<file path="src/sv/rgbhsl_pkg.sv">
// Shared constants and types for the RGB to HSL converter.
package rgbhsl_pkg;

    localparam int unsigned RES_BITS = 16;
    localparam int unsigned QUOT_BITS = 16;

    typedef enum logic [1:0] {
        SECT_RED   = 2'd0,
        SECT_GREEN = 2'd1,
        SECT_BLUE  = 2'd2
    } sector_t;

endpackage

</file>
<file path="src/sv/rgbhsl_div_stage.sv">
// One restoring-division step: one quotient bit per pipeline stage.
module rgbhsl_div_stage
    import rgbhsl_pkg::*;
#(
    parameter int unsigned DEN_BITS = 11,
    parameter int unsigned REM_BITS = 12
)
(
    input  logic [REM_BITS-1:0] rem_in,
    input  logic [DEN_BITS-1:0] den,
    input  logic                num_bit,
    output logic [REM_BITS-1:0] rem_out,
    output logic                q_bit
);

    logic [REM_BITS:0] trial;
    logic [REM_BITS:0] den_ext;

    assign trial = {rem_in, num_bit};
    assign den_ext = {{(REM_BITS + 1 - DEN_BITS){1'b0}}, den};
    assign q_bit = (trial >= den_ext);
    assign rem_out = q_bit ? REM_BITS'(trial - den_ext) : REM_BITS'(trial);

endmodule

</file>
<file path="src/sv/rgbhsl_divider.sv">
// Pipelined radix-2 divider: quotient bit per stage, remainders registered.
module rgbhsl_divider
    import rgbhsl_pkg::*;
#(
    parameter int unsigned NUM_BITS = 32,
    parameter int unsigned DEN_BITS = 11,
    parameter int unsigned Q_BITS   = 16,
    parameter int unsigned TAG_BITS = 8
)
(
    input  logic                clk,
    input  logic                rst_n,
    input  logic                in_valid,
    input  logic [NUM_BITS-1:0] num,
    input  logic [DEN_BITS-1:0] den,
    input  logic [TAG_BITS-1:0] tag_in,
    output logic                out_valid,
    output logic [Q_BITS-1:0]   quot,
    output logic [TAG_BITS-1:0] tag_out
);

    // The quotient is known to fit Q_BITS, so the top numerator bits
    // start as the remainder and stay below the divisor.
    localparam int unsigned REM_BITS = DEN_BITS + 1;
    localparam int unsigned HEAD_BITS = NUM_BITS - Q_BITS;

    // Entry s holds what stage s hands on to stage s+1.
    logic [REM_BITS-1:0] rem_reg [Q_BITS];
    logic [Q_BITS-1:0]   low_reg [Q_BITS];
    logic [Q_BITS-1:0]   q_reg   [Q_BITS];
    logic [DEN_BITS-1:0] den_reg [Q_BITS];
    logic [TAG_BITS-1:0] tag_reg [Q_BITS];
    logic                vld_reg [Q_BITS];

    for (genvar s = 0; s < Q_BITS; s++)
    begin : g_stage
        logic [REM_BITS-1:0] rem_cur;
        logic [Q_BITS-1:0]   low_cur;
        logic [Q_BITS-1:0]   q_cur;
        logic [DEN_BITS-1:0] den_cur;
        logic [TAG_BITS-1:0] tag_cur;
        logic                vld_cur;
        logic [REM_BITS-1:0] rem_next;
        logic                qb_next;

        if (s == 0)
        begin : g_head
            assign rem_cur = REM_BITS'(num[NUM_BITS-1 -: HEAD_BITS]);
            assign low_cur = num[Q_BITS-1:0];
            assign q_cur   = '0;
            assign den_cur = den;
            assign tag_cur = tag_in;
            assign vld_cur = in_valid;
        end
        else
        begin : g_body
            assign rem_cur = rem_reg[s-1];
            assign low_cur = low_reg[s-1];
            assign q_cur   = q_reg[s-1];
            assign den_cur = den_reg[s-1];
            assign tag_cur = tag_reg[s-1];
            assign vld_cur = vld_reg[s-1];
        end

        rgbhsl_div_stage #(.DEN_BITS(DEN_BITS), .REM_BITS(REM_BITS)) u_step (
            .rem_in (rem_cur),
            .den    (den_cur),
            .num_bit(low_cur[Q_BITS-1]),
            .rem_out(rem_next),
            .q_bit  (qb_next)
        );

        always_ff @(posedge clk or negedge rst_n)
        begin
            if (!rst_n)
            begin
                vld_reg[s] <= 1'b0;
            end
            else
            begin
                vld_reg[s] <= vld_cur;
            end
        end

        always_ff @(posedge clk)
        begin
            rem_reg[s] <= rem_next;
            low_reg[s] <= {low_cur[Q_BITS-2:0], 1'b0};
            q_reg[s]   <= {q_cur[Q_BITS-2:0], qb_next};
            den_reg[s] <= den_cur;
            tag_reg[s] <= tag_cur;
        end
    end

    assign out_valid = vld_reg[Q_BITS-1];
    assign quot      = q_reg[Q_BITS-1];
    assign tag_out   = tag_reg[Q_BITS-1];

endmodule

</file>
<file path="src/sv/rgbhsl_front.sv">
// Front stages: max, min, chroma, lightness and the divider operands.
module rgbhsl_front
    import rgbhsl_pkg::*;
#(
    parameter int unsigned CHANNEL_BITS = 8
)
(
    input  logic                      clk,
    input  logic                      rst_n,
    input  logic                      in_valid,
    input  logic [CHANNEL_BITS-1:0]   red,
    input  logic [CHANNEL_BITS-1:0]   green,
    input  logic [CHANNEL_BITS-1:0]   blue,
    input  logic [CHANNEL_BITS-1:0]   alpha_in,
    output logic                      out_valid,
    output logic                      grey,
    output logic [CHANNEL_BITS+17:0]  sat_num,
    output logic [CHANNEL_BITS-1:0]   sat_den,
    output logic [CHANNEL_BITS+18:0]  hue_num,
    output logic [CHANNEL_BITS+2:0]   hue_den,
    output logic [RES_BITS-1:0]       light,
    output logic [CHANNEL_BITS-1:0]   alpha
);

    localparam int unsigned CB = CHANNEL_BITS;
    localparam logic [CB-1:0] FULL = {CB{1'b1}};

    // Lightness divides by the constant 2*FULL through a rounded-up
    // reciprocal; its error stays below one step of the exact quotient.
    localparam logic [63:0] FULL_W = (64'd1 << CB) - 64'd1;
    localparam int unsigned LSH = 2 * CB + 2;
    localparam logic [CB+17:0] LMUL =
        (CB+18)'(((64'd65535 << LSH) + 2 * FULL_W - 64'd1) / (2 * FULL_W));

    // Stage 1: max, min and sector.
    logic          v1_reg;
    logic [CB-1:0] hi1_reg, lo1_reg, r1_reg, g1_reg, b1_reg, a1_reg;
    sector_t       sect1_reg;

    logic [CB-1:0] hi_next, lo_next;
    sector_t       sect_next;

    always_comb
    begin
        hi_next = red;
        lo_next = red;
        sect_next = SECT_RED;
        if (green > hi_next) hi_next = green;
        if (blue > hi_next) hi_next = blue;
        if (green < lo_next) lo_next = green;
        if (blue < lo_next) lo_next = blue;
        if (hi_next == red) sect_next = SECT_RED;
        else if (hi_next == green) sect_next = SECT_GREEN;
        else sect_next = SECT_BLUE;
    end

    always_ff @(posedge clk or negedge rst_n)
    begin
        if (!rst_n)
        begin
            v1_reg <= 1'b0;
        end
        else
        begin
            v1_reg <= in_valid;
        end
    end

    always_ff @(posedge clk)
    begin
        hi1_reg <= hi_next;
        lo1_reg <= lo_next;
        r1_reg <= red;
        g1_reg <= green;
        b1_reg <= blue;
        a1_reg <= alpha_in;
        sect1_reg <= sect_next;
    end

    // Stage 2: chroma, sum, saturation divisor and hue numerator.
    logic            v2_reg;
    logic [CB-1:0]   chroma2_reg;
    logic [CB:0]     sum2_reg;
    logic [CB-1:0]   sden2_reg;
    logic [CB+2:0]   hval2_reg;
    logic [CB-1:0]   a2_reg;

    logic [CB-1:0]   chroma_next;
    logic [CB:0]     sum_next;
    logic [CB:0]     dist_next;
    logic [CB-1:0]   sden_next;
    logic [CB+2:0]   hval_next;
    logic [CB+2:0]   c_ext;

    always_comb
    begin
        chroma_next = hi1_reg - lo1_reg;
        sum_next = {1'b0, hi1_reg} + {1'b0, lo1_reg};
        dist_next = (sum_next >= {1'b0, FULL}) ? (sum_next - {1'b0, FULL})
                                               : ({1'b0, FULL} - sum_next);
        sden_next = FULL - CB'(dist_next);
        c_ext = (CB+3)'(chroma_next);
        unique case (sect1_reg)
            SECT_RED:
            begin
                if (g1_reg >= b1_reg)
                    hval_next = (CB+3)'(g1_reg - b1_reg);
                else
                    hval_next = (c_ext << 2) + (c_ext << 1)
                                - (CB+3)'(b1_reg - g1_reg);
            end
            SECT_GREEN:
                hval_next = (c_ext << 1) + (CB+3)'(b1_reg) - (CB+3)'(r1_reg);
            default:
                hval_next = (c_ext << 2) + (CB+3)'(r1_reg) - (CB+3)'(g1_reg);
        endcase
    end

    always_ff @(posedge clk or negedge rst_n)
    begin
        if (!rst_n)
        begin
            v2_reg <= 1'b0;
        end
        else
        begin
            v2_reg <= v1_reg;
        end
    end

    always_ff @(posedge clk)
    begin
        chroma2_reg <= chroma_next;
        sum2_reg <= sum_next;
        sden2_reg <= sden_next;
        hval2_reg <= hval_next;
        a2_reg <= a1_reg;
    end

    // Stage 3: scaled numerators; the saturation one, times 65535, is a shift and a subtract.
    logic v3_reg;
    logic [CB+17:0] snum3_reg;
    logic [CB-1:0]  sden3_reg;
    logic [CB+18:0] hnum3_reg;
    logic [CB+2:0]  hden3_reg;
    logic [RES_BITS-1:0] light3_reg;
    logic           grey3_reg;
    logic [CB-1:0]  a3_reg;

    logic [CB+2:0] cx;
    logic [2*CB+18:0] lprod;
    assign cx = (CB+3)'(chroma2_reg);
    assign lprod = (2*CB+19)'(sum2_reg) * (2*CB+19)'(LMUL);

    always_ff @(posedge clk or negedge rst_n)
    begin
        if (!rst_n)
        begin
            v3_reg <= 1'b0;
        end
        else
        begin
            v3_reg <= v2_reg;
        end
    end

    always_ff @(posedge clk)
    begin
        snum3_reg <= ((CB+18)'(chroma2_reg) << 16) - (CB+18)'(chroma2_reg);
        sden3_reg <= (chroma2_reg == '0) ? CB'(1) : sden2_reg;
        hnum3_reg <= (CB+19)'(hval2_reg) << 16;
        hden3_reg <= (chroma2_reg == '0) ? (CB+3)'(1) : ((cx << 2) + (cx << 1));
        light3_reg <= lprod[LSH +: RES_BITS];
        grey3_reg <= (chroma2_reg == '0);
        a3_reg <= a2_reg;
    end

    assign out_valid = v3_reg;
    assign grey = grey3_reg;
    assign sat_num = snum3_reg;
    assign sat_den = sden3_reg;
    assign hue_num = hnum3_reg;
    assign hue_den = hden3_reg;
    assign light = light3_reg;
    assign alpha = a3_reg;

endmodule

</file>
<file path="src/sv/rgb_to_hsl_convert.sv">
// Top level of the pipelined RGB to HSL converter.
//
//   channel  | ports                                        | handshake
//   pixel in | red, green, blue, alpha_in                   | start (busy tied low)
//   result   | hue, saturation, lightness, alpha_out        | done strobe, one cycle
//
// One pixel enters per cycle; each result passes through three front stages,
// sixteen restoring divider stages (one quotient bit each) and the output
// register. Lightness is finished in the front stages and rides along with
// the saturation divider. busy is always low.
// Reset clears the valid bits only. The receiver cannot stall, so no
// back-pressure path exists; every accepted word leaves exactly once.
module rgb_to_hsl_convert
    import rgbhsl_pkg::*;
#(
    parameter int unsigned CHANNEL_BITS = 8
)
(
    input  logic                    clk,
    input  logic                    rst_n,
    input  logic                    start,
    output logic                    busy,
    input  logic [CHANNEL_BITS-1:0] red,
    input  logic [CHANNEL_BITS-1:0] green,
    input  logic [CHANNEL_BITS-1:0] blue,
    input  logic [CHANNEL_BITS-1:0] alpha_in,
    output logic                    done,
    output logic [RES_BITS-1:0]     hue,
    output logic [RES_BITS-1:0]     saturation,
    output logic [RES_BITS-1:0]     lightness,
    output logic [CHANNEL_BITS-1:0] alpha_out
);

    localparam int unsigned CB = CHANNEL_BITS;
    localparam int unsigned TAG = CB + 1;

    logic                f_valid, f_grey;
    logic [CB+17:0]      sat_num;
    logic [CB-1:0]       sat_den, f_alpha;
    logic [CB+18:0]      hue_num;
    logic [CB+2:0]       hue_den;
    logic [RES_BITS-1:0] f_light;

    assign busy = 1'b0;

    rgbhsl_front #(.CHANNEL_BITS(CB)) u_front (
        .clk      (clk),
        .rst_n    (rst_n),
        .in_valid (start),
        .red      (red),
        .green    (green),
        .blue     (blue),
        .alpha_in (alpha_in),
        .out_valid(f_valid),
        .grey     (f_grey),
        .sat_num  (sat_num),
        .sat_den  (sat_den),
        .hue_num  (hue_num),
        .hue_den  (hue_den),
        .light    (f_light),
        .alpha    (f_alpha)
    );

    logic                 hue_v, sat_v;
    logic [QUOT_BITS-1:0] hue_q, sat_q;
    logic [TAG-1:0]       tag_q;
    logic [RES_BITS-1:0]  light_q;

    rgbhsl_divider #(.NUM_BITS(CB+19), .DEN_BITS(CB+3), .Q_BITS(QUOT_BITS),
                     .TAG_BITS(TAG)) u_hue_div (
        .clk(clk), .rst_n(rst_n), .in_valid(f_valid),
        .num(hue_num), .den(hue_den), .tag_in({f_grey, f_alpha}),
        .out_valid(hue_v), .quot(hue_q), .tag_out(tag_q)
    );

    rgbhsl_divider #(.NUM_BITS(CB+18), .DEN_BITS(CB), .Q_BITS(QUOT_BITS),
                     .TAG_BITS(RES_BITS)) u_sat_div (
        .clk(clk), .rst_n(rst_n), .in_valid(f_valid),
        .num(sat_num), .den(sat_den), .tag_in(f_light),
        .out_valid(sat_v), .quot(sat_q), .tag_out(light_q)
    );

    logic                done_reg;
    logic [RES_BITS-1:0] hue_reg, sat_reg, light_reg;
    logic [CB-1:0]       alpha_reg;

    always_ff @(posedge clk or negedge rst_n)
    begin
        if (!rst_n)
        begin
            done_reg <= 1'b0;
        end
        else
        begin
            done_reg <= hue_v & sat_v;
        end
    end

    always_ff @(posedge clk)
    begin
        hue_reg   <= tag_q[TAG-1] ? '0 : hue_q;
        sat_reg   <= tag_q[TAG-1] ? '0 : sat_q;
        light_reg <= light_q;
        alpha_reg <= tag_q[CB-1:0];
    end

    assign done       = done_reg;
    assign hue        = hue_reg;
    assign saturation = sat_reg;
    assign lightness  = light_reg;
    assign alpha_out  = alpha_reg;

endmodule

</file>
<file path="config.mk">
export PLATFORM = sky130hd
export DESIGN_NAME = rgb_to_hsl_convert
export DESIGN_NICKNAME = d
export VERILOG_FILES = /design/src/sv/rgbhsl_pkg.sv /design/src/sv/rgbhsl_div_stage.sv /design/src/sv/rgbhsl_divider.sv /design/src/sv/rgbhsl_front.sv /design/src/sv/rgb_to_hsl_convert.sv
export SDC_FILE = /design/constraint.sdc
export NUM_CORES = 2
export LEC_CHECK = 0
export BUFFER_PORTS_ARGS = -buffer_cell sky130_fd_sc_hd__buf_2
export CELL_PAD_IN_SITES_DETAIL_PLACEMENT = 1
export CELL_PAD_IN_SITES_GLOBAL_PLACEMENT = 2
export CORE_MARGIN = 3
export CORE_UTILIZATION = 38
export DETAILED_ROUTE_END_ITERATION = 6
export PLACE_DENSITY_LB_ADDON = 0.1
export SETUP_SLACK_MARGIN = 0.2
export SLEW_MARGIN = 20
export SYNTH_ARGS = -nofsm -noshare
export SYNTH_HDL_FRONTEND = slang
export SYNTH_SLANG_ARGS = --single-unit
</file>
<file path="constraint.sdc">
create_clock -name clk -period 4 [get_ports clk]
set_input_delay 0.4 -clock clk [delete_from_list [all_inputs] [get_ports clk]]
set_output_delay 0.4 -clock clk [all_outputs]
set_load 0.01 [all_outputs]
</file>
==> impl_results.md <==
* Global route overflow at 0
* Max Fclk at between 200 and 300 MHz
* Num CTS Buffers at 170
* Post-synth top area share at between 50% and 60%
* Final min period at between 3 and 4 ns
* Flip-flop and latch count after synthesis at 1636
* Crit end category: register
* Dominant cells by area after synthesis: dfxtp_1, ha_1, inv_1
* Final Setup Violations at 0
* RD Place Congestion at 0.809
* RSZ-0062 raised after global routing: true
* Max reg flops at 256
* Vias in the first global route at 34800
* Req. time, crit path at roughly 4.7 ns
* Num ports at slightly above 90
* Starting Density at 38.4%
* Placed cell area at between 50000 and 60000 µm²
* Die height at between 300 and 400 µm
* Top sig layer: met4
* Status: finished clean
* Met2 WL at approximately 50000 µm
* Synth Warn # at 0
* All-Layer GR Usage at around 15%
* Max Transition Viols Final at 0
* Sequential fraction of the synthesis area at between 50% and 60%
* CTS tree: done
* Total vias in the final route at roughly 33000
* First-pass GRT wire length at ~180000 µm
* Xor/xnor share of the synthesized area at 5.26%
* Drt wl/cell at 14.9 µm
* Layout Skew at 0.0260 ns
* Antenna Nets Post-Route at 0
* Min-Delay Path Class: input port to async pin
* Clk_lat worst skew at roughly 0.8 ns
* Crit Path Max Fanout at 3
* Die area at approximately 150000 µm²
* Simple-Gate Fraction of Synth Area at a little under a tenth
* Crit Path Class: register to register
* Clock Sinks at roughly 1600
* Drt total wl at around 110000 µm
* Mapped cell area at 55300 µm²
* Share of cells above drive strength 1 at roughly 12%
* Dpl hpwl at approximately 80000 µm
* Worst-Margin Slew at between 0.8 and 0.9 ns
* Syn Inst Count at ~4900
* Main combinational cell family by area after synthesis: adder cells
* Drt drc at 0
* Reg clk slew, reported paths at approximately 0.070 ns
* Most used DFF post-synth: dfxtp_1
* Vias/cell at 4.52
* IO Port Bufs at slightly above 90
* Clock buffer depth at 3
* Avg Cell Area, Syn at 11.2 µm²
* Core Rows at between 100 and 150
* Core Region at around 140000 µm²
* Crit start category: register
* Final Cell Area at ~65000 µm²
* Routed wl met3 at about 3500 µm
* Final worst path period share at 92.8%
* Number of detailed-routing iterations run before antenna repair at 5
* Critical path arrival at between 4 and 5 ns
* Fraction of registers with async set/reset at 1.22%
* Slew headroom at 44.2%
* Initial drt markers at about 1100
* Initial antenna violation count at 1
* Leading area contributor after synthesis: dfxtp_1
* CTS root buffer: clkbuf_16
* Reg area at 32900 µm²
* Fillers at between 15000 and 20000
* Complex-gate fraction of the synthesized area at 8.02%
* CTS H-tree depth at 4
* Footprint of the multi-input gates at 20600 µm²
* Max cap viols at 0
* Utilization after layout at between 40 and 50%
* Final hold viol count at 0
* Die Wd at between 300 and 400 µm
* Synth-to-Final Area Change at 18.2%
* Met1 WL at just over 50000 µm
* Post-synth EDFFs at 0
* Post-synthesis adder-cell area fraction at between 10% and 20%
* Number of distinct library cells after synthesis at 70
* Mux contribution to synthesized area at around 2.9%
* Final nets at roughly 5700
* Largest net degree at the start of global routing at 33
area by class of cell:
class	count	share of cell area, %
Antenna cell	1	0.00383
Sequential cell	1636	50.3
Inverter	484	2.78
Multi-Input combinational cell	2720	31.5
Clock inverter	79	1.91
Timing Repair Buffer	219	2.35
Clock buffer	234	7.47
Tap cell	1903	3.65
logic make-up (layout without fill, tap and decap cells):
family,Yosys count,in the layout
adder cells (fa/ha/maj),473,473
flip-flops,1636,1636
AO/OA/AOI/OAI,749,749
buffers and inverters,557,1016
multiplexers,145,145
other,1,3
XOR/XNOR,332,332
AND/OR/NAND/NOR,1019,1019
stage by stage:
step | hold slack (ns) | setup WS (ns) | setup TNS [ns] | std cells
after global placement | 0.309 | -0.121 | -0.291 | 6918
after global routing | 0.0822 | 0.0845 | 0 | 7275
after CTS | 0.0160 | 0.204 | 0 | 7265
after detailed placement | 0.313 | -0.186 | -0.546 | 6918
after floorplan | 0.104 | 0.204 | 0 | 4913
final | 0.0893 | 0.286 | 0 | 7276
worst paths after layout:
path                                                from                            end  slack [ns]  cells after the start
max                           u_front.hi1_reg[0]$_DFF_P_  u_front.hval2_reg[10]$_DFF_P_        0.29                     20
min                                                rst_n       u_front.v1_reg$_DFF_PN0_        0.09                      2
max reg2reg                   u_front.hi1_reg[0]$_DFF_P_  u_front.hval2_reg[10]$_DFF_P_        0.29                     20
min reg2reg                u_hue_div.q_reg[3][1]$_DFF_P_  u_hue_div.q_reg[4][2]$_DFF_P_        0.31                      0
max in group asynchronous                          rst_n                 done$_DFF_PN0_        3.59                      2
min in group clk                             alpha_in[1]      u_front.a1_reg[1]$_DFF_P_        0.25                      2
timing repair:
action | CTS | global route
hold buffers | 34 | 0
gates resized for setup | 27 | 43
pin swaps | 11 | 27
endpoints found under the setup margin | 5 | 8
gates cloned | 0 | 1
hold endpoints to repair | 67 | 0
setup buffers | 0 | 9
synthesized netlist by cell type, types with 9 or more instances:
cell type / number
or2_2: 36
o21bai_1: 9
ha_1: 420
o21ai_0: 256
nand2b_1: 72
xnor2_1: 166
mux2_2: 87
a21oi_1: 242
nand4_1: 57
clkbuf_1: 51
inv_1: 482
nor3_1: 74
dfxtp_1: 1616
nand3_1: 67
a21o_1: 94
o211ai_1: 24
a31oi_1: 25
nor2b_1: 143
mux2i_1: 50
nor2_1: 241
fa_1: 53
nand2_1: 238
o21a_1: 16
xor2_1: 166
o31ai_1: 13
or3_1: 44
dfrtp_1: 20
buf_2: 19
and2_1: 28
cells in the final DEF, fill, tap and decap left out, types with 20 or more instances in the layout:
cell type and instances:
or3_1 44, fa_1 51, a21oi_1 232, mux2i_1 48
mux2_2 87, inv_1 477, clkbuf_8 36, nor3_1 71
nand3_1 66, a31oi_1 24, nand2b_1 72, dlygate4sd3_1 34
clkbuf_1 27, a21o_1 94, dfxtp_1 1610, buf_4 88
or2_2 36, nor2_1 241, clkinv_2 23, clkbuf_16 171
nor2b_1 140, nand4_1 57, buf_2 91, and2_1 28
xnor2_1 163, ha_1 409, dfrtp_1 20, nand2_1 238
o21ai_0 251, xor2_1 165, o211ai_1 24
metal layers:
layer	track usage [%]	up-vias
met1	18.9	15500
li1	-	16800
met4	5.65	0
met3	2.71	188
met5	0	-
met2	24.1	360
critical path, stage by stage (launching register included):
cell,delay (ns)
dfxtp_2,0.33
inv_2,0.06
ha_4,0.14
inv_2,0.04
fa_2,0.33
a21o_1,0.17
a21oi_2,0.21
o21bai_1,0.11
a21oi_2,0.18
xnor2_2,0.19
fa_1,0.52
ha_4,0.20
buf_4,0.14
nor2_1,0.08
nor2_1,0.06
a31o_2,0.25
a21oi_2,0.13
xnor2_1,0.07
nand2_1,0.07
nand2_1,0.05
a221o_1,0.28
Power is not shown: default switching activity piles up to over one toggle a cycle in this logic, so the estimate is an artifact.
